[src/hdl/aete_pkg.sv]
// aete_pkg: shared codes and types of the animation effect timing evaluator
// no dependencies; imported by every module of the block
`timescale 1ns / 1ps
`default_nettype none
package aete_pkg;

  // phase codes
  localparam logic [1:0] PH_IDLE   = 2'd0;
  localparam logic [1:0] PH_BEFORE = 2'd1;
  localparam logic [1:0] PH_ACTIVE = 2'd2;
  localparam logic [1:0] PH_AFTER  = 2'd3;

  // fill modes
  localparam logic [1:0] FILL_NONE      = 2'd0;
  localparam logic [1:0] FILL_FORWARDS  = 2'd1;
  localparam logic [1:0] FILL_BACKWARDS = 2'd2;
  localparam logic [1:0] FILL_BOTH      = 2'd3;

  // playback directions
  localparam logic [1:0] DIR_NORMAL    = 2'd0;
  localparam logic [1:0] DIR_REVERSE   = 2'd1;
  localparam logic [1:0] DIR_ALT       = 2'd2;
  localparam logic [1:0] DIR_ALT_REV   = 2'd3;

  // register indexes
  localparam logic [2:0] REG_START_DELAY = 3'd0;
  localparam logic [2:0] REG_END_DELAY   = 3'd1;
  localparam logic [2:0] REG_DURATION    = 3'd2;
  localparam logic [2:0] REG_COUNT       = 3'd3;
  localparam logic [2:0] REG_ITER_START  = 3'd4;
  localparam logic [2:0] REG_FILL        = 3'd5;
  localparam logic [2:0] REG_DIRECTION   = 3'd6;

  localparam logic [31:0] COUNT_INF   = 32'hFFFF_FFFF;
  localparam logic [31:0] COUNT_RESET = 32'h0001_0000;
  localparam int          CALC_CYCLES = 8;

  // control that travels beside an item
  typedef struct packed {
    logic       vld;
    logic       act_vld;
    logic       pre;
    logic       after;
    logic [1:0] phase;
  } side_t;

endpackage
`default_nettype wire

[src/hdl/aete_front.sv]
// aete_front: input register, phase decision and active time (three stages)
// depends on aete_pkg; driven by aete_cfg, feeds aete_div
`timescale 1ns / 1ps
`default_nettype none
module aete_front #(
  parameter int TW = 48
) (
  input  wire logic                 clk,
  input  wire logic                 rst_n,
  input  wire logic                 acc,
  input  wire logic signed [TW-1:0] lt,
  input  wire logic                 resolved,
  input  wire logic                 neg,
  input  wire logic [1:0]           fill,
  input  wire logic [TW-2:0]        ad,
  input  wire logic                 ad_inf,
  input  wire logic signed [TW-1:0] nsd,
  input  wire logic signed [TW-1:0] bb,
  input  wire logic signed [TW-1:0] ab,
  output aete_pkg::side_t           side_o,
  output logic [TW-2:0]             at_o
);
  import aete_pkg::*;

  localparam int DW = TW - 1;
  localparam logic signed [TW-1:0] MAXT = {1'b0, {(TW-1){1'b1}}};
  localparam logic signed [TW-1:0] MINT = {1'b1, {(TW-1){1'b0}}};

  // stage a
  logic                 a_vld_r, a_res_r, a_neg_r;
  logic signed [TW-1:0] a_lt_r;

  always_ff @(posedge clk) begin
    if (!rst_n) a_vld_r <= 1'b0;
    else a_vld_r <= acc;
    a_lt_r  <= lt;
    a_res_r <= resolved;
    a_neg_r <= neg;
  end

  // stage b
  logic                 is_before, is_after;
  logic signed [TW:0]   d_sum;
  logic signed [TW-1:0] d_sat;
  side_t                b_side_r, b_side_nxt;
  logic signed [TW-1:0] b_diff_r;

  assign is_before = (a_lt_r < bb) || (a_neg_r && (a_lt_r == bb));
  assign is_after  = !is_before && !ad_inf &&
                     ((a_lt_r > ab) || (!a_neg_r && (a_lt_r == ab)));
  assign d_sum = {a_lt_r[TW-1], a_lt_r} + {nsd[TW-1], nsd};
  assign d_sat = (d_sum[TW] != d_sum[TW-1]) ? (d_sum[TW] ? MINT : MAXT) : d_sum[TW-1:0];

  always_comb begin
    b_side_nxt.vld     = a_vld_r;
    b_side_nxt.act_vld = 1'b0;
    b_side_nxt.pre     = a_res_r && is_before;
    b_side_nxt.after   = a_res_r && is_after;
    if (!a_res_r) b_side_nxt.phase = PH_IDLE;
    else if (is_before) b_side_nxt.phase = PH_BEFORE;
    else if (is_after) b_side_nxt.phase = PH_AFTER;
    else b_side_nxt.phase = PH_ACTIVE;
  end

  always_ff @(posedge clk) begin
    if (!rst_n) b_side_r <= '0;
    else b_side_r <= b_side_nxt;
    b_diff_r <= d_sat;
  end

  // stage c
  side_t                c_side_r, c_side_nxt;
  logic [DW-1:0]        c_at_r, c_at_nxt;
  logic signed [TW-1:0] clip;

  assign clip = (b_diff_r > $signed({1'b0, ad})) ? $signed({1'b0, ad}) : b_diff_r;

  always_comb begin
    c_side_nxt = b_side_r;
    c_at_nxt   = '0;
    case (b_side_r.phase)
      PH_BEFORE: c_side_nxt.act_vld = (fill == FILL_BACKWARDS) || (fill == FILL_BOTH);
      PH_AFTER:  c_side_nxt.act_vld = (fill == FILL_FORWARDS) || (fill == FILL_BOTH);
      PH_ACTIVE: c_side_nxt.act_vld = 1'b1;
      default:   c_side_nxt.act_vld = 1'b0;
    endcase
    if (c_side_nxt.act_vld) begin
      if (b_side_r.after) c_at_nxt = (clip < 0) ? '0 : clip[DW-1:0];
      else c_at_nxt = (b_diff_r < 0) ? '0 : b_diff_r[DW-1:0];
    end
  end

  always_ff @(posedge clk) begin
    if (!rst_n) c_side_r <= '0;
    else c_side_r <= c_side_nxt;
    c_at_r <= c_at_nxt;
  end

  assign side_o = c_side_r;
  assign at_o   = c_at_r;

endmodule
`default_nettype wire

[config.mk]
export PLATFORM = sky130hd
export DESIGN_NAME = aete_front
export DESIGN_NICKNAME = d
export VERILOG_FILES = /design/src/hdl/aete_pkg.sv /design/src/hdl/aete_front.sv
export SDC_FILE = /design/constraint.sdc
export NUM_CORES = 1
export LEC_CHECK = 0
export BUFFER_PORTS_ARGS = -buffer_cell sky130_fd_sc_hd__buf_2
export CAP_MARGIN = 30
export CORE_MARGIN = 2
export CORE_UTILIZATION = 55
export CTS_BUF_LIST = sky130_fd_sc_hd__clkbuf_2
export DETAILED_ROUTE_END_ITERATION = 8
export MAX_ROUTING_LAYER = met4
export PLACE_DENSITY = 0.8
export SLEW_MARGIN = 20
export SYNTH_ARGS = -nofsm -noshare
export SYNTH_HDL_FRONTEND = slang
export SYNTH_SLANG_ARGS = --single-unit
[constraint.sdc]
create_clock -name clk -period 3.4 [get_ports clk]
set_input_delay 0.34 -clock clk [delete_from_list [all_inputs] [get_ports clk]]
set_output_delay 0.34 -clock clk [all_outputs]
set_load 0.05 [all_outputs]
==> summary.md <==
| Metric | Value |
|---|---|
| Crit end category | `flip-flop` |
| Hold Crit Class | `input port to flip-flop` |
| Synth Register Bits | `between 150 and 200` |
| Final Cycle Share | `0.948` |
| GR Overflow Total | `0` |
| Max-Cap Viols | `0` |
| Number of enable flip-flop cells after synthesis | `0` |
| Commonest non-fill, non-tap cell in the layout | `buf_2` |
| Max frequency | `a little over 0.3 GHz` |
| Post-placement cell area | `12800 sq um` |
| Status | `complete, no violations` |
| Worst r2r src | `a_lt_r[3]$_DFF_P_` |
| Sequential area share after synthesis | `0.289` |
| Initial DRC Count | `roughly 570` |
| DRT antenna net count | `0` |
| Die area | `about 21000 sq um` |
| Synthesized Nets | `roughly 1700` |
| Layout Area Growth over Synthesis | `29.9%` |
| Core ar. | `~20000 sq um` |
| Clock buffer depth | `2` |
| Minimum setup slack after placement | `166 ps` |
| Share of synthesized flip-flops with an asynchronous set or reset | `0` |
| Initial antenna violation count | `4` |
| Fin Clk Skew | `51.9 ps` |
| TNS Setup | `0 ps` |
| Final setup margin | `~180 ps` |
| Largest net degree at the start of global routing | `95` |
| Max-slew violations | `0` |
| FP Rows | `51` |
| Synthesized instance count | `roughly 1300` |
| Hold Fails Final Rpt | `0` |
| Root buf cell | `clkbuf_2` |
| Mean Syn Cell Area | `~8.3 sq um` |
| Io pins | `300` |
| CP Cell Sequence | `ha_1 > o211ai_1 > o211ai_2 > a31oi_1 > buf_4 > o41ai_2 > a31oi_1 > o31ai_1 > a21boi_0 > xor2_1 > o21ai_1` |
| RSZ-0062 raised after global routing | `no` |
| Worst rel slew slack | `0.392` |
| Clk sinks | `between 150 and 200` |
| Crit path time final | `3220 ps` |
| Worst Hold Path Cells | `4` |
| Slowest CP cell | `o41ai_2` |
| Layout cells sized above 1 | `0.222` |
| Remaining DRCs | `0` |
| YS warnings | `0` |
| PortBufs | `between 200 and 300` |
| Worst r2r path cells | `11` |
| Total number of vias | `10900` |
| Critical path class | `flip-flop to flip-flop` |
| Worst slew pin tran | `912 ps` |
| Worst Path Arrival | `slightly below 4000 ps` |
| Crit path largest cell delay | `about 460 ps` |
| Starting Density | `0.560` |
| Total GRT Usage | `0.319` |
| CTS H-tree depth | `4` |
| Final setup violation count | `0` |
| Cell Pwr Density | `398 nW/um^2` |
| Final design area excluding fillers | `about 14000 sq um` |
| R2r endpoint | `b_diff_r[41]$_DFF_P_` |
| DP Wirelength | `about 25000 um` |
| Routability cong. | `0.994` |
| Ys flop type | `dfxtp_1` |
| Drt total wl | `around 33000 um` |
| Most frequent cells in the layout | `buf_2, ha_1, inv_1` |
| Final nets | `between 2000 and 2500` |
| CTS tree | `yes` |
| Startpoint Class | `flip-flop` |
| Critical path required time | `a little over 4000 ps` |
| R2R Setup Slk | `roughly 180 ps` |
| Clk slew on worst S/H paths | `approximately 270 ps` |
| Die width | `between 100 and 150 um` |
| Hold Path Origin | `nsd[0]` |
| Die height | `~140 um` |
| First-pass GRT wire length | `between 50000 and 60000 um` |
| Endpoint, Worst Hold | `b_diff_r[0]$_DFF_P_` |
| CP most frequent cell | `a31oi_1` |
| Vias in the first global route | `approximately 10000` |
| First-pass iteration count of the detailed router | `5` |
| Vias per cell | `around 5.4` |
| CP Max Fanout | `4` |
| VDD IR-drop max | `~0.00024 V` |
| Library cells used by synthesis | `60` |
| CTS Buf Count | `17` |
| Routed len/inst | `~16 um` |
| LEAKAGE | `roughly 7.3 nW` |
| Worst skew pair latency | `between 700 and 800 ps` |
| Synth Cell Area | `10900 sq um` |
-- power breakdown --
part,switching (mW),internal [mW],total [mW]
combinational,1.24,0.963,2.20
clock,0.779,0.365,1.14
sequential,0.166,2.12,2.28
-- how the worst max path moves through the flow --
stage | start | end | depth (start not counted)
2_1_floorplan | nsd[0] | b_diff_r[30]$_DFF_P_ | 13
3_3_place_gp | nsd[11] | b_diff_r[3]$_DFF_P_ | 12
4_1_cts | a_lt_r[11]$_DFF_P_ | b_diff_r[29]$_DFF_P_ | 11
3_5_place_dp | nsd[3] | b_diff_r[26]$_DFF_P_ | 12
6_report | a_lt_r[3]$_DFF_P_ | b_diff_r[41]$_DFF_P_ | 11
5_1_grt | a_lt_r[0]$_DFF_P_ | b_diff_r[24]$_DFF_P_ | 14
-- layer usage --
layer | global-route usage | part of all wire
met1 | 0.398 | 0.44
met2 | 0.519 | 0.46
met3 | 0.0500 | 0.072
met4 | 0.128 | 0.033
met5 | - | 0
-- critical path: cells and delay by family, from the launching register on --
family | cells | cell delay (ps)
AOI/OAI and AO/OA | 8 | 1980
xor gates and xnor gates | 1 | 170
adders and majority gates | 1 | 390
buffers and inverters | 1 | 180
DFF | 1 | 430
-- sequential cells by signal, indices dropped and copies added (netlist names) --
name,cells
b_side_r,5
a_vld_r,1
at_o,47
a_neg_r,1
side_o,6
a_res_r,1
b_diff_r,48
a_lt_r,48
-- metrics by stage --
step / hold WS [ps] / util / instances / total power, mW
CTS: 16.8 / 0.725 / 1995 / 5.60
global placement: 415 / 0.660 / 1863 / 4.34
finish: 65.7 / 0.727 / 2001 / 5.63
detailed placement: 423 / 0.660 / 1863 / 4.38
floorplan: 368 / - / 1308 / 3.73
global route: 18.4 / 0.727 / 2000 / 5.99
-- cells by family (layout without fill, tap and decap cells) --
| logic type | after synthesis | in the layout | synth area share |
|---|---|---|---|
| AO/OA/AOI/OAI | 385 | 385 | 0.221 |
| XOR/XNOR | 45 | 45 | 0.0379 |
| adder cells (fa/ha/maj) | 194 | 194 | 0.223 |
| buffers and inverters | 208 | 631 | 0.0729 |
| flip-flops | 157 | 157 | 0.289 |
| multiplexers | 4 | 4 | 0.00379 |
| other | 0 | 5 | 0 |
| AND/OR/NAND/NOR | 315 | 315 | 0.153 |
-- what timing repair did --
item                                    in CTS  in global routing
endpoints found under the hold margin      109                  0
hold buffers                               100                  0
endpoints found under the setup margin       0                 43
gates resized for setup                      0                  5
setup buffers                                0                  1
-- cells in the mapped netlist (9+ instances only) --
master | instances | area, sq um
o21ai_1 | 33 | 165
o211ai_1 | 9 | 67.6
nand4_1 | 42 | 263
ha_1 | 191 | 2390
nor3b_1 | 48 | 360
o31ai_1 | 52 | 390
xor2_1 | 21 | 184
nand2b_1 | 9 | 56.3
clkbuf_1 | 34 | 128
o21bai_1 | 10 | 75.1
nand2_1 | 99 | 372
xnor2_1 | 23 | 201
dfxtp_1 | 157 | 3140
inv_1 | 163 | 612
buf_2 | 11 | 55.1
nor2_1 | 47 | 176
a31oi_1 | 10 | 62.6
nor2b_1 | 12 | 75.1
nor3_1 | 12 | 60.1
a21o_1 | 72 | 541
o21ai_0 | 49 | 245
a21oi_1 | 119 | 596
-- final cells by class --
cell class                      instances  area [sq um]
Tap cell                              265           332
Fill cell                            1514          5310
Clock inverter                         15           180
Clock buffer                           17          85.1
Antenna cell                            5          12.5
Multi-Input combinational cell        943          7000
Inverter                              163           612
Timing Repair Buffer                  436          2790
Sequential cell                       157          3140
Note: power is estimated with default switching activity, not from simulation.
