File: config.mk
export PLATFORM = sky130hd
export DESIGN_NAME = aete_back
export DESIGN_NICKNAME = d
export VERILOG_FILES = /design/src/hdl/aete_pkg.sv /design/src/hdl/aete_back.sv
export SDC_FILE = /design/constraint.sdc
export NUM_CORES = 1
export LEC_CHECK = 0
export ABC_AREA = 1
export CORE_MARGIN = 10
export CORE_UTILIZATION = 57
export DETAILED_ROUTE_END_ITERATION = 6
export DONT_BUFFER_PORTS = 1
export HOLD_SLACK_MARGIN = 0.06
export PLACE_DENSITY_LB_ADDON = 0.12
export SLEW_MARGIN = 0
export SYNTH_ARGS = -nofsm -noshare
export SYNTH_HDL_FRONTEND = slang
export SYNTH_SLANG_ARGS = --single-unit
export TNS_END_PERCENT = 50
File: constraint.sdc
create_clock -name clk -period 5.7 [get_ports clk]
set_clock_uncertainty 0.15 [all_clocks]
set_input_delay 1.14 -clock clk [delete_from_list [all_inputs] [get_ports clk]]
set_output_delay 1.14 -clock clk [all_outputs]
set_load 0.05 [all_outputs]
File: src/hdl/aete_pkg.sv
// aete_pkg: shared codes and types of the animation effect timing evaluator
// no dependencies; imported by every module of the block
`timescale 1ns / 1ps
`default_nettype none
package aete_pkg;

  // phase codes
  localparam logic [1:0] PH_IDLE   = 2'd0;
  localparam logic [1:0] PH_BEFORE = 2'd1;
  localparam logic [1:0] PH_ACTIVE = 2'd2;
  localparam logic [1:0] PH_AFTER  = 2'd3;

  // fill modes
  localparam logic [1:0] FILL_NONE      = 2'd0;
  localparam logic [1:0] FILL_FORWARDS  = 2'd1;
  localparam logic [1:0] FILL_BACKWARDS = 2'd2;
  localparam logic [1:0] FILL_BOTH      = 2'd3;

  // playback directions
  localparam logic [1:0] DIR_NORMAL    = 2'd0;
  localparam logic [1:0] DIR_REVERSE   = 2'd1;
  localparam logic [1:0] DIR_ALT       = 2'd2;
  localparam logic [1:0] DIR_ALT_REV   = 2'd3;

  // register indexes
  localparam logic [2:0] REG_START_DELAY = 3'd0;
  localparam logic [2:0] REG_END_DELAY   = 3'd1;
  localparam logic [2:0] REG_DURATION    = 3'd2;
  localparam logic [2:0] REG_COUNT       = 3'd3;
  localparam logic [2:0] REG_ITER_START  = 3'd4;
  localparam logic [2:0] REG_FILL        = 3'd5;
  localparam logic [2:0] REG_DIRECTION   = 3'd6;

  localparam logic [31:0] COUNT_INF   = 32'hFFFF_FFFF;
  localparam logic [31:0] COUNT_RESET = 32'h0001_0000;
  localparam int          CALC_CYCLES = 8;

  // control that travels beside an item
  typedef struct packed {
    logic       vld;
    logic       act_vld;
    logic       pre;
    logic       after;
    logic [1:0] phase;
  } side_t;

endpackage
`default_nettype wire

File: src/hdl/aete_back.sv
// aete_back: overall progress, simple progress, iteration and direction (three stages)
// depends on aete_pkg; takes the divider output and settings from aete_cfg
`timescale 1ns / 1ps
`default_nettype none
module aete_back #(
  parameter int TW = 48,
  parameter int PF = 16
) (
  input  wire logic                 clk,
  input  wire logic                 rst_n,
  input  wire aete_pkg::side_t      side_i,
  input  wire logic [TW-2:0]        at_i,
  input  wire logic [TW+PF-2:0]     quo_i,
  input  wire logic [TW-2:0]        dur,
  input  wire logic [31:0]          count,
  input  wire logic [31:0]          istart,
  input  wire logic [1:0]           dir,
  input  wire logic [TW-2:0]        ad,
  input  wire logic                 ad_inf,
  output logic                      out_valid,
  output logic [1:0]                out_phase_code,
  output logic                      out_active_valid,
  output logic [TW-2:0]             out_act_time,
  output logic [PF:0]               out_simple_progress,
  output logic [PF:0]               out_dir_progress,
  output logic [31:0]               out_iteration_index,
  output logic                      out_iteration_infinite,
  output logic                      out_forward,
  output logic                      out_ease_flag
);
  import aete_pkg::*;

  localparam int DW  = TW - 1;
  localparam int PFW = PF + 1;
  localparam logic [PF:0] PONE = {1'b1, {PF{1'b0}}};

  logic [PF:0] q_start, q_count;

  if (PF >= 16) begin : g_wide
    assign q_start = PFW'(istart[15:0]) << (PF - 16);
    assign q_count = PFW'(count[15:0]) << (PF - 16);
  end else begin : g_narrow
    assign q_start = PFW'(istart[15:0] >> (16 - PF));
    assign q_count = PFW'(count[15:0] >> (16 - PF));
  end

  logic d_zero, c_inf;
  assign d_zero = (dur == '0);
  assign c_inf  = (count == COUNT_INF);

  // stage 1: add the iteration start
  logic [TW-1:0] ip0;
  logic [PF:0]   fr0, fr_sum;
  logic          ov_inf;

  side_t         f1_side_r;
  logic [DW-1:0] f1_at_r;
  logic [TW-1:0] f1_ip_r;
  logic [PF-1:0] f1_fr_r;
  logic          f1_ov_r;

  always_comb begin
    ov_inf = d_zero && !side_i.pre && c_inf;
    if (!d_zero) begin
      ip0 = TW'(quo_i[TW+PF-2:PF]);
      fr0 = PFW'(quo_i[PF-1:0]);
    end else if (side_i.pre || c_inf) begin
      ip0 = '0;
      fr0 = '0;
    end else begin
      ip0 = TW'(count[31:16]);
      fr0 = q_count;
    end
    fr_sum = fr0 + q_start;
  end

  always_ff @(posedge clk) begin
    if (!rst_n) f1_side_r <= '0;
    else f1_side_r <= side_i;
    f1_at_r <= at_i;
    f1_ip_r <= ip0 + TW'(istart[31:16]) + TW'(fr_sum[PF]);
    f1_fr_r <= fr_sum[PF-1:0];
    f1_ov_r <= ov_inf;
  end

  // stage 2: simple progress and the end-of-iteration case
  logic [PF:0]   simple;
  side_t         f2_side_r;
  logic [DW-1:0] f2_at_r;
  logic [TW-1:0] f2_ip_r;
  logic [PF:0]   f2_simple_r;
  logic          f2_it_inf_r, f2_dec_r;

  always_comb begin
    simple = f1_ov_r ? q_start : {1'b0, f1_fr_r};
    // at the very end of the active interval progress reads one, not zero
    if ((simple == '0) && !f1_side_r.pre && !ad_inf && (f1_at_r == ad) && (count != '0))
      simple = PONE;
  end

  always_ff @(posedge clk) begin
    if (!rst_n) f2_side_r <= '0;
    else f2_side_r <= f1_side_r;
    f2_at_r     <= f1_at_r;
    f2_ip_r     <= f1_ip_r;
    f2_simple_r <= simple;
    f2_it_inf_r <= f1_side_r.after && c_inf;
    f2_dec_r    <= (simple == PONE);
  end

  // stage 3: current iteration, direction, output register
  logic [TW-1:0] base;
  logic          fwd;
  logic [31:0]   iter;

  always_comb begin
    if (f2_it_inf_r) base = '1;
    else if (f2_dec_r && (f2_ip_r != '0)) base = f2_ip_r - TW'(1);
    else base = f2_ip_r;
    case (dir)
      DIR_NORMAL:  fwd = 1'b1;
      DIR_REVERSE: fwd = 1'b0;
      DIR_ALT:     fwd = f2_it_inf_r || !base[0];
      DIR_ALT_REV: fwd = f2_it_inf_r || base[0];
      default:     fwd = 1'b1;
    endcase
    if (f2_it_inf_r || ((base >> 32) != '0)) iter = 32'hFFFF_FFFF;
    else iter = base[31:0];
  end

  always_ff @(posedge clk) begin
    if (!rst_n) out_valid <= 1'b0;
    else out_valid <= f2_side_r.vld;
    out_phase_code <= f2_side_r.phase;
    if (f2_side_r.act_vld) begin
      out_active_valid       <= 1'b1;
      out_act_time           <= f2_at_r;
      out_simple_progress    <= f2_simple_r;
      out_dir_progress       <= fwd ? f2_simple_r : PONE - f2_simple_r;
      out_iteration_index    <= iter;
      out_iteration_infinite <= f2_it_inf_r;
      out_forward            <= fwd;
      out_ease_flag          <= (f2_side_r.pre && fwd) || (f2_side_r.after && !fwd);
    end else begin
      out_active_valid       <= 1'b0;
      out_act_time           <= '0;
      out_simple_progress    <= '0;
      out_dir_progress       <= '0;
      out_iteration_index    <= '0;
      out_iteration_infinite <= 1'b0;
      out_forward            <= 1'b0;
      out_ease_flag          <= 1'b0;
    end
  end

endmodule
`default_nettype wire

==> results of run 1 <==
## repair_timing
item,CTS,global route
setup endpoints to repair,0,13
endpoints found under the hold margin,0,0
gates resized for setup,0,5
## layer usage
metal	wire length, µm	global-route usage, %	vias to the layer above	part of all wire (%)
li1	-	-	6140	-
met1	18800	31.76	5538	40
met2	22220	45.23	562	48
met3	4051	7.735	102	8.7
met4	1688	10.02	0	3.6
met5	0	0	-	0
## critical path: cells and delay by family
family                   cells  cell delay [ps]
AND/OR/NAND/NOR             12             1430
adder cells (fa/ha/maj)      3             1180
buffers and inverters        6              570
AO/OA/AOI/OAI                8             1220
## cell usage in the layout, fill, tap and decap left out, types with 7 or more instances in the layout
master                      count
sky130_fd_sc_hd__clkbuf_8       7
sky130_fd_sc_hd__clkbuf_16     38
sky130_fd_sc_hd__ha_1          33
sky130_fd_sc_hd__nor3_1        38
sky130_fd_sc_hd__nor2_2        12
sky130_fd_sc_hd__o22ai_1       10
sky130_fd_sc_hd__xor2_1        54
sky130_fd_sc_hd__nand2_2        8
sky130_fd_sc_hd__a21oi_1       39
sky130_fd_sc_hd__nand3_2       32
sky130_fd_sc_hd__o21ai_0       55
sky130_fd_sc_hd__nand3_1       76
sky130_fd_sc_hd__xnor2_1       41
sky130_fd_sc_hd__nand2_1      491
sky130_fd_sc_hd__a22o_1         8
sky130_fd_sc_hd__nor2_1       210
sky130_fd_sc_hd__nor4_1        30
sky130_fd_sc_hd__dfxtp_1      356
sky130_fd_sc_hd__o21ai_1       16
sky130_fd_sc_hd__nand4_1       27
sky130_fd_sc_hd__inv_1        305
sky130_fd_sc_hd__nand3b_1       8
sky130_fd_sc_hd__buf_4         54
## final timing paths
check / from / end / slack [ps] / depth (start not counted)
worst max-delay path: count[27] / f1_ip_r[42]$_DFF_P_ / 390 / 29
worst min-delay path: f1_ip_r[1]$_DFF_P_ / f2_ip_r[1]$_DFF_P_ / 170 / 0
worst max register to register: f2_ip_r[0]$_DFF_P_ / out_iteration_index[31]$_SDFF_PN0_ / 2010 / 16
worst min register to register: f1_ip_r[1]$_DFF_P_ / f2_ip_r[1]$_DFF_P_ / 170 / 0
## power by group through the flow
stage | Clock, µW | Sequential (µW) | Combinational [µW]
final | 2500 | 2960 | 581
after global routing | 2640 | 2980 | 654
after CTS | 2540 | 2960 | 575
after detailed placement | 0 | 3010 | 571
after global placement | 0 | 3010 | 562
after floorplan | 0 | 2950 | 432
## cell usage after synthesis (all sizes together), types with 23 or more instances
cell type	n
xor2	54
clkbuf	23
xnor2	41
inv	308
nor3	38
nand2	502
nor4	30
o21ai	71
a21oi	42
nand4	27
nand3	108
nor2	229
dfxtp	357
ha	33
## through the flow
step,setup TNS (ps),instances
global placement,-129.2,2286
global route,0,2354
finish,0,2354
detailed placement,-1326,2286
floorplan,-70.46,1939
CTS,0,2351
## cell families (layout without fill, tap and decap cells)
family | count (synthesis) | count (layout) | synth area share (%)
AOI/OAI and AO/OA | 150 | 150 | 5.763
buffers and inverters | 350 | 427 | 9.437
other | 0 | 3 | 0
xor gates and xnor gates | 95 | 95 | 5.554
DFF | 357 | 357 | 47.70
and+or+nand+nor | 951 | 951 | 28.39
adders and majority gates | 36 | 36 | 3.157
## flip-flops by register name, indices dropped and copies added (netlist names), 2 cells and up
signal / count
out_simple_progress: 17
f1_ip_r: 48
f1_at_r: 47
f2_ip_r: 48
out_act_time: 47
f1_side_r: 6
f2_at_r: 47
out_phase_code: 2
out_dir_progress: 16
f1_fr_r: 16
f2_side_r: 6
out_iteration_index: 32
f2_simple_r: 17
## area by class of cell
cell class	count	area [µm²]
fill	2282	9111
sequential	357	7151
multi-input combinational	1232	6444
inverter	308	1156
clock buffer	51	1070
tap	335	419.2
timing repair buffer	54	405.4
clock inverter	14	221.5
antenna	3	7.507
==> results by group, run 1 <==
Run status
  – Status: finished, final reports clean

Yosys
  – Commonest register cell after synthesis: sky130_fd_sc_hd__dfxtp_1
  – Area contributors post-synth: sky130_fd_sc_hd__dfxtp_1, sky130_fd_sc_hd__nand2_1, sky130_fd_sc_hd__inv_1
  – Yosys synthesis warning count: 0
  – Syn_nets: 2254
  – Share of Yosys cell area claimed by the top area cell type: 47.70%
  – Post-Synthesis Cell Area: 0.01498 mm²
  – Count of mapped cells out of synthesis: 1939
  – Number of enable-type register cells in the synthesized netlist: 0
  – Share of async-settable or async-resettable flops after synthesis: 0%
  – Count of distinct cell types in the synthesized netlist: 51
  – Post-synthesis cell type with the largest combined area: sky130_fd_sc_hd__dfxtp_1
  – Sequential cell area fraction in the yosys report: 47.70%
  – Mapped Avg Cell Area: 7.727 µm²
  – Flop and latch count out of synthesis: 357

Die
  – Starting utilization of the core area: 57.66%
  – Die Height: 182.1 µm
  – Row count: 59
  – Width of the chip: 182.1 µm
  – IO Pins: 399
  – Core Area: 0.02598 mm²
  – Overall die area: 0.03317 mm²

Clock tree
  – Insertion delay to the later sink of the worst-skew pair: 530 ps
  – CTS clock-pin slew for the worst setup and hold paths: 60 ps
  – H-tree depth: 2
  – Clock net sink count: 357
  – Number of buffers created by CTS: 37
  – Cell at the root of the clock tree: sky130_fd_sc_hd__clkbuf_16
  – CTS tree: yes
  – Count of hold-fix buffers inserted at cts: 0
  – Number of buffers on the longest clock path: 3
  – Buffers inserted during post-CTS setup optimization: 0

Route
  – Final routed wirelength across all metal layers: 46760 µm
  – Post-DRT Antenna Nets: 0
  – Initial drt markers: 858
  – Number of detailed-route iterations in the first pass: 5
  – Overall via count from detail_route: 12340
  – Mean number of vias per cell: 5.243
  – Routed wirelength normalized by instance count: 19.86 µm
  – DRC Markers: 0

Critical path
  – Delay contributed by the slowest stage of the critical path: 440 ps
  – Type of destination of the critical path: flip-flop
  – Slowest stage cell, crit path: sky130_fd_sc_hd__fa_1
  – Cell seen most often among critical-path stages: sky130_fd_sc_hd__nand2_1
  – Crit path launch type: input pin
  – Worst Path Class, Setup: in2reg
  – CP required: 5970 ps
  – Crit path DAT: 5580 ps
  – Critical path peak fanout: 13

Power and ir drop
  – Total power: 6044 µW
  – Internal power: 4476 µW
  – Maximum ir drop on the vdd rail: 0.3601 mV
  – Share of total power in the clock network: 41.4%
  – Power density of the placed cells: 358.2 mW/mm²
  – Switching fraction of total power: 25.94%
  – Combinational share of power: 9.6%
  – Total leakage power: 0.008371 µW
  – Sequential group share of total power: 49.0%
  – Net switching power of the design: 1568 µW

Global route
  – Initial antenna violation count: 5
  – Maximum number of pins on one net before global-route repair: 81
  – Leftover overflow at the end of global routing: 0
  – Vias in the first global route: 12220
  – Wire length of the first global-routing pass: 70280 µm
  – Total routing usage reported by global routing: 26.84%

Place
  – Total half-perimeter wirelength after legalization and detailed placement: 38640 µm
  – Dpl ws: -181.9 ps
  – Gpl congestion: 0.9959
  – Placed cell area: 0.01556 mm²
  – # port buffers: 0

Timing
  – Worst hold slack after final layout: 167.8 ps
  – Count of pins over their slew limit: 0
  – Max Clock Freq: 188.2 MHz
  – Setup repair after global routing missed its margin: no
  – Final setup fails: 0
  – Worst-case setup margin in the final layout: 387.7 ps
  – Post-layout min period: 5312 ps
  – Endpoints failing hold: 0
  – Portion of the clock cycle consumed by the worst path in the final layout: 93.20%
  – Slew Limit Headroom: 28.66%
  – Pin slew with the least headroom to its limit: 1068 ps

Worst hold path
  – Hold Crit Class: reg2reg

Flow run
  – Number of maximum-capacitance violations: 0

Final layout
  – Final Cell Area: 0.01687 mm²
  – Proportion of layout cells with a drive suffix above 1: 9.276%
  – Core Util, Final: 64.94%
  – Layout net count: 2305
  – Synthesis-to-layout area growth: 12.63%
Power figures use the tool's default switching activity.
==> run 2, diff against run 1 <==
--- a/config.mk
+++ b/config.mk
@@ -8,6 +8,7 @@
 export ABC_AREA = 1
 export CORE_MARGIN = 10
 export CORE_UTILIZATION = 57
+export CTS_BUF_LIST = sky130_fd_sc_hd__clkbuf_16
 export DETAILED_ROUTE_END_ITERATION = 6
 export DONT_BUFFER_PORTS = 1
 export HOLD_SLACK_MARGIN = 0.06
==> run 2 against run 1 <==
Utilization fell by 0.25 points; register-to-register slack worse by 30 ps; setup slack worse by 27 ps; final cell count is essentially flat; worst hold slack lost 1.6 ps; maximum frequency decreased by 0.51%; clock power shrank 4%; global-route usage down 0.17 points; sequential cell count stayed put; sequential power is essentially flat; power decreased by 1.8%; critical path depth stayed put.
==> results by group, run 2 (synthesis results as in run 1) <==
Run status
  – Status: finished, final reports clean (unchanged)

Critical path
  – Crit path DAT: 5610 ps (was 5580 ps)
  – Destination of the worst register-to-register timing path: out_iteration_index[31]$_SDFF_PN0_ (unchanged)
  – Critical path peak fanout: 13 (unchanged)
  – Startpoint of the most critical register-to-register path: f2_ip_r[0]$_DFF_P_ (unchanged)
  – Slowest stage cell, crit path: sky130_fd_sc_hd__fa_1 (unchanged)
  – Delay-heaviest family, CP: simple AND/OR/NAND/NOR gates (unchanged)
  – Cell seen most often among critical-path stages: sky130_fd_sc_hd__nand2_1 (unchanged)
  – Buffer and inverter count on the worst path: 6 (unchanged)
  – CP required: 5970 ps (about the same)
  – Flop-to-flop setup slack: 1980 ps (was 2010 ps)
  – Delay contributed by the slowest stage of the critical path: 440 ps (about the same)
  – Type of destination of the critical path: flip-flop (unchanged)
  – FF-to-FF path depth: 16 (unchanged)
  – Crit path launch type: input pin (unchanged)
  – Worst Path Class, Setup: in2reg (unchanged)

Timing
  – Setup repair after global routing missed its margin: no (unchanged)
  – Worst hold slack after final layout: 166.2 ps (was 167.8 ps)
  – Worst-case setup margin in the final layout: 360.3 ps (was 387.7 ps)
  – Endpoints failing hold: 0 (unchanged)
  – Final setup fails: 0 (unchanged)
  – Count of pins over their slew limit: 0 (unchanged)
  – Portion of the clock cycle consumed by the worst path in the final layout: 93.68% (was 93.20%)
  – Total Neg Setup Slack: 0 ps (unchanged)
  – Pin slew with the least headroom to its limit: 1056 ps (was 1068 ps)
  – Max Clock Freq: 187.3 MHz (was 188.2 MHz)
  – Slew Limit Headroom: 29.45% (was 28.66%)
  – Post-layout min period: 5340 ps (was 5312 ps)

Clock tree
  – CTS clock-pin slew for the worst setup and hold paths: 60 ps (about the same)
  – Number of buffers created by CTS: 37 (unchanged)
  – H-tree depth: 2 (unchanged)
  – Cell at the root of the clock tree: sky130_fd_sc_hd__clkbuf_16 (unchanged)
  – Insertion delay to the later sink of the worst-skew pair: 530 ps (about the same)
  – Buffers inserted during post-CTS setup optimization: 0 (unchanged)
  – Number of buffers on the longest clock path: 3 (unchanged)
  – Count of hold-fix buffers inserted at cts: 0 (unchanged)
  – Clock net sink count: 357 (unchanged)
  – CTS tree: yes (unchanged)
  – Number of instances resized during post-cts repair: 0 (unchanged)

Global route
  – Initial antenna violation count: 6 (was 5)
  – Total routing usage reported by global routing: 26.67% (was 26.84%)
  – Leftover overflow at the end of global routing: 0 (unchanged)
  – Maximum number of pins on one net before global-route repair: 81 (unchanged)
  – Vias in the first global route: 12180 (was 12220)
  – Wire length of the first global-routing pass: 69890 µm (was 70280 µm)

Final layout
  – Number of inserted filler cells in the final layout: 2294 (was 2282)
  – Register cell area after layout: 0.007151 mm² (unchanged)
  – Proportion of layout cells with a drive suffix above 1: 8.929% (was 9.276%)
  – Most common cell after layout, fill and taps aside: sky130_fd_sc_hd__nand2_1 (unchanged)
  – Synthesis-to-layout area growth: 12.19% (was 12.63%)
  – Largest registers ranked by flip-flop count: f1_ip_r x48, f2_ip_r x48 (unchanged)
  – Layout net count: 2305 (unchanged)
  – Commonest non-fill, non-tap cells in the layout: sky130_fd_sc_hd__nand2_1, sky130_fd_sc_hd__dfxtp_1, sky130_fd_sc_hd__inv_1 (unchanged)
  – Total area of multi-input combinational cells: 0.006444 mm² (unchanged)

Worst hold path
  – Launch point of the worst hold path: f1_ip_r[1]$_DFF_P_ (unchanged)
  – Hold Crit Class: reg2reg (unchanged)
  – WHS Endpoint: f2_ip_r[1]$_DFF_P_ (unchanged)
  – Count of cells along the worst hold path: 0 (unchanged)

Route
  – Overall via count from detail_route: 12370 (was 12340)
  – Number of detailed-route iterations in the first pass: 7 (was 5)
  – Mean number of vias per cell: 5.252 (was 5.243)
  – Post-DRT Antenna Nets: 0 (unchanged)
  – DRC Markers: 0 (unchanged)
  – Initial drt markers: 944 (was 858)
  – Final routed wirelength across all metal layers: 46510 µm (was 46760 µm)
  – Routed wirelength normalized by instance count: 19.74 µm (was 19.86 µm)

Place
  – Total half-perimeter wirelength after legalization and detailed placement: 38640 µm (unchanged)
  – # port buffers: 0 (unchanged)
  – Dpl ws: -181.9 ps (unchanged)
  – Gpl congestion: 0.9959 (unchanged)

Die
  – Die Height: 182.1 µm (unchanged)
  – IO Pins: 399 (unchanged)
  – Starting utilization of the core area: 57.66% (unchanged)
  – Row count: 59 (unchanged)
  – Core Area: 0.02598 mm² (unchanged)
  – Width of the chip: 182.1 µm (unchanged)
  – Overall die area: 0.03317 mm² (unchanged)

Flow run
  – Number of maximum-capacitance violations: 0 (unchanged)

Power and ir drop
  – Maximum ir drop on the vdd rail: 0.3601 mV (about the same)
  – Total leakage power: 0.008357 µW (was 0.008371 µW)
  – Power density of the placed cells: 353.1 mW/mm² (was 358.2 mW/mm²)
  – Total power: 5935 µW (was 6044 µW)
run 2: through the flow:
step / area (µm²) / utilization, % / std cells
global route: 16810 / 64.68 / 2355
CTS: 16790 / 64.60 / 2351
global placement: 15560 / 59.90 / 2286
floorplan: 14990 / - / 1939
finish: 16810 / 64.69 / 2356
detailed placement: 15560 / 59.90 / 2286
run 2: worst max path at each step:
stage | startpoint | endpoint | slack, ps | cells past startpoint
floorplan | dur[8] | f1_ip_r[42]$_DFF_P_ | -60 | 33
global placement | count[31] | f1_ip_r[42]$_DFF_P_ | -80 | 28
detailed placement | count[27] | f1_ip_r[42]$_DFF_P_ | -180 | 28
CTS | count[27] | f1_ip_r[42]$_DFF_P_ | 330 | 28
global route | dur[27] | f1_ip_r[42]$_DFF_P_ | 60 | 31
finish | count[27] | f1_ip_r[42]$_DFF_P_ | 360 | 29
run 2: cell type report:
class | count | share of cell area, %
Clock buffer | 38 | 5.657
Sequential cell | 357 | 42.54
Antenna cell | 5 | 0.07444
Inverter | 308 | 6.878
Timing Repair Buffer | 54 | 2.412
Multi-Input combinational cell | 1232 | 38.34
Clock inverter | 27 | 1.608
Tap cell | 335 | 2.494
run 2: power breakdown:
part | switching [µW] | total [µW] | internal (µW)
registers | 260 | 2960 | 2700
clock network | 955 | 2400 | 1440
logic | 350 | 579 | 230
run 2: routing by layer:
| layer | global-route usage (%) | wire [µm] |
|---|---|---|
| met4 | 10.48 | 1734 |
| met3 | 7.873 | 4049 |
| met1 | 31.43 | 18650 |
| met5 | 0 | 0 |
| met2 | 44.72 | 22080 |
==> run 3, diff against run 2 <==
--- a/config.mk
+++ b/config.mk
@@ -7,10 +7,11 @@
 export LEC_CHECK = 0
 export ABC_AREA = 1
 export CORE_MARGIN = 10
-export CORE_UTILIZATION = 57
+export CORE_UTILIZATION = 59
 export CTS_BUF_LIST = sky130_fd_sc_hd__clkbuf_16
 export DETAILED_ROUTE_END_ITERATION = 6
 export DONT_BUFFER_PORTS = 1
+export GPL_TIMING_DRIVEN = 0
 export HOLD_SLACK_MARGIN = 0.06
 export PLACE_DENSITY_LB_ADDON = 0.12
 export SLEW_MARGIN = 0
==> constraint.sdc (replaced) <==
create_clock -name clk -period 6.7 [get_ports clk]
set_clock_uncertainty 0.15 [all_clocks]
set_input_delay 1.34 -clock clk [delete_from_list [all_inputs] [get_ports clk]]
set_output_delay 1.34 -clock clk [all_outputs]
set_load 0.05 [all_outputs]
==> run 3 against run 2 <==
Power down 17%; wire length grew 2.6%; combinational power fell by 17%; final area down 1.4%; global-route usage up 1.3 points; count of clock-buffer cells in the layout fell by 2; first-iteration DRC count is 19% higher; register-to-register slack gained 1700 ps; clock power shrank 20%.
==> results by group, run 3 (synthesis results as in run 1) <==
Run status
  – Status: finished, final reports clean (unchanged)

Timing
  – Total Neg Setup Slack: 0 ps (unchanged)
  – Slew Limit Headroom: 52.78% (was 29.45%)
  – Portion of the clock cycle consumed by the worst path in the final layout: 94.53%
  – Setup repair after global routing missed its margin: yes (was no)
  – Count of pins over their slew limit: 0 (unchanged)
  – Pin slew with the least headroom to its limit: 708.3 ps (was 1056 ps)
  – Worst-case setup margin in the final layout: 366.3 ps (was 360.3 ps)
  – Max Clock Freq: 157.9 MHz
  – Endpoints failing hold: 0 (unchanged)
  – Post-layout min period: 6334 ps
  – Final setup fails: 0 (unchanged)

Global route
  – Total routing usage reported by global routing: 28.02% (was 26.67%)
  – Maximum number of pins on one net before global-route repair: 20 (was 81)
  – Wire length of the first global-routing pass: 68690 µm (was 69890 µm)
  – Initial antenna violation count: 3 (was 6)
  – Leftover overflow at the end of global routing: 0 (unchanged)
  – Vias in the first global route: 12050 (was 12180)

Final layout
  – Largest registers ranked by flip-flop count: f1_ip_r x48, f2_ip_r x48 (unchanged)
  – Layout net count: 2291 (was 2305)
  – Most common cell after layout, fill and taps aside: sky130_fd_sc_hd__nand2_1 (unchanged)
  – Proportion of layout cells with a drive suffix above 1: 7.193% (was 8.929%)
  – Synthesis-to-layout area growth: 10.64% (was 12.19%)
  – Commonest non-fill, non-tap cells in the layout: sky130_fd_sc_hd__nand2_1, sky130_fd_sc_hd__dfxtp_1, sky130_fd_sc_hd__inv_1 (unchanged)
  – Final Cell Area: 0.01658 mm² (was 0.01681 mm²)

Critical path
  – Type of destination of the critical path: flip-flop (unchanged)
  – Buffer and inverter count on the worst path: 5 (was 6)
  – Slowest stage cell, crit path: sky130_fd_sc_hd__fa_1 (unchanged)
  – Cell seen most often among critical-path stages: sky130_fd_sc_hd__nand2_1 (unchanged)
  – Delay contributed by the slowest stage of the critical path: 430 ps (was 440 ps)
  – Worst Path Class, Setup: in2reg (unchanged)
  – CP required: 6960 ps (was 5970 ps)
  – Crit path DAT: 6590 ps (was 5610 ps)
  – Critical path peak fanout: 19 (was 13)
  – Delay-heaviest family, CP: simple AND/OR/NAND/NOR gates (unchanged)
  – Crit path launch type: input pin (unchanged)

Die
  – IO Pins: 399 (unchanged)
  – Starting utilization of the core area: 59.67% (was 57.66%)
  – Overall die area: 0.03217 mm² (was 0.03317 mm²)
  – Die Height: 179.4 µm (was 182.1 µm)
  – Width of the chip: 179.4 µm (was 182.1 µm)
  – Row count: 58 (was 59)
  – Core Area: 0.02511 mm² (was 0.02598 mm²)

Clock tree
  – Buffers inserted during post-CTS setup optimization: 0 (unchanged)
  – Insertion delay to the later sink of the worst-skew pair: 520 ps (was 530 ps)
  – Cell at the root of the clock tree: sky130_fd_sc_hd__clkbuf_16 (unchanged)
  – Clock net sink count: 357 (unchanged)
  – Number of buffers created by CTS: 36 (was 37)
  – Number of buffers on the longest clock path: 3 (unchanged)
  – H-tree depth: 2 (unchanged)
  – CTS clock-pin slew for the worst setup and hold paths: 60 ps (about the same)
  – CTS tree: yes (unchanged)

Route
  – Mean number of vias per cell: 5.368 (was 5.252)
  – Post-DRT Antenna Nets: 0 (unchanged)
  – Number of detailed-route iterations in the first pass: 6 (was 7)
  – Routed wirelength normalized by instance count: 20.41 µm (was 19.74 µm)
  – DRC Markers: 0 (unchanged)
  – Overall via count from detail_route: 12560 (was 12370)
  – Initial drt markers: 1127 (was 944)
  – Final routed wirelength across all metal layers: 47730 µm (was 46510 µm)

Place
  – Gpl congestion: 1.029 (was 0.9959)
  – Total half-perimeter wirelength after legalization and detailed placement: 39280 µm (was 38640 µm)
  – # port buffers: 0 (unchanged)
  – Dpl ws: -1131 ps (was -181.9 ps)
  – Placed cell area: 0.01539 mm² (was 0.01556 mm²)

Power and ir drop
  – Power density of the placed cells: 295.9 mW/mm² (was 353.1 mW/mm²)
  – Total leakage power: 0.008185 µW (was 0.008357 µW)
  – Maximum ir drop on the vdd rail: 0.2655 mV (was 0.3601 mV)
  – Total power: 4905 µW (was 5935 µW)

Worst hold path
  – Hold Crit Class: reg2reg (unchanged)

Flow run
  – Number of maximum-capacitance violations: 0 (unchanged)
## run 3: path summary, 6_finish.rpt
check | start | slack [ps] | end | cells after the start
hold / removal | f1_ip_r[46]$_DFF_P_ | 170 | f2_ip_r[46]$_DFF_P_ | 0
setup reg to reg | f2_ip_r[0]$_DFF_P_ | 3690 | out_dir_progress[10]$_SDFF_PN0_ | 15
setup / recovery | dur[30] | 370 | f1_ip_r[42]$_DFF_P_ | 32
hold reg to reg | f1_ip_r[46]$_DFF_P_ | 170 | f2_ip_r[46]$_DFF_P_ | 0
## run 3: final cells by class
type                       count  area (µm²)
fill                        2173        8533
multi-input combinational   1232        6460
clock inverter                28       224.0
buffer                        41       257.7
inverter                     308        1156
antenna                        7       17.52
sequential                   357        7147
tap                          330       412.9
clock buffer                  36       900.9
## run 3: worst register-to-register path, stage by stage (launching register included)
cell                       delay, ps
sky130_fd_sc_hd__dfxtp_1         440
sky130_fd_sc_hd__inv_2           110
sky130_fd_sc_hd__ha_1            290
sky130_fd_sc_hd__nand2_4         160
sky130_fd_sc_hd__nor2_8           70
sky130_fd_sc_hd__nand2_2         110
sky130_fd_sc_hd__nor2_8           60
sky130_fd_sc_hd__a21boi_4        320
sky130_fd_sc_hd__nand2_1         150
sky130_fd_sc_hd__nand2_1         190
sky130_fd_sc_hd__nand2_1          90
sky130_fd_sc_hd__nand2_2         110
sky130_fd_sc_hd__nand3_2         110
sky130_fd_sc_hd__buf_2           210
sky130_fd_sc_hd__nor3_1          220
sky130_fd_sc_hd__nor2_1           90
## run 3: stage by stage
step                      hold slack [ps]  util, %  std cells
after floorplan                     159.6        -       1939
after global placement              159.9    61.31       2269
after detailed placement            162.1    61.31       2269
after CTS                           172.6    65.81       2332
after global routing                176.8    65.98       2335
final                               167.8    66.02       2339
## run 3: layer usage
metal	part of all wire, %	vias to the layer above	global-route usage, %
met5	0	-	0
met4	4.7	0	12.74
met3	8.3	121	6.224
met2	48	642	47.16
met1	39	5666	33.66
li1	-	6126	-
## run 3: where the power goes
part / internal [µW] / switching, µW / leakage (µW)
combinational: 176 / 305 / 0.00464
sequential: 2300 / 220 / 0.00297
clock: 1100 / 807 / 0.000573
## run 3: timing repair
item / CTS / global route
gates resized for setup: 7 / 14
setup endpoints to repair: 28 / 28
hold buffers: 0 / 0
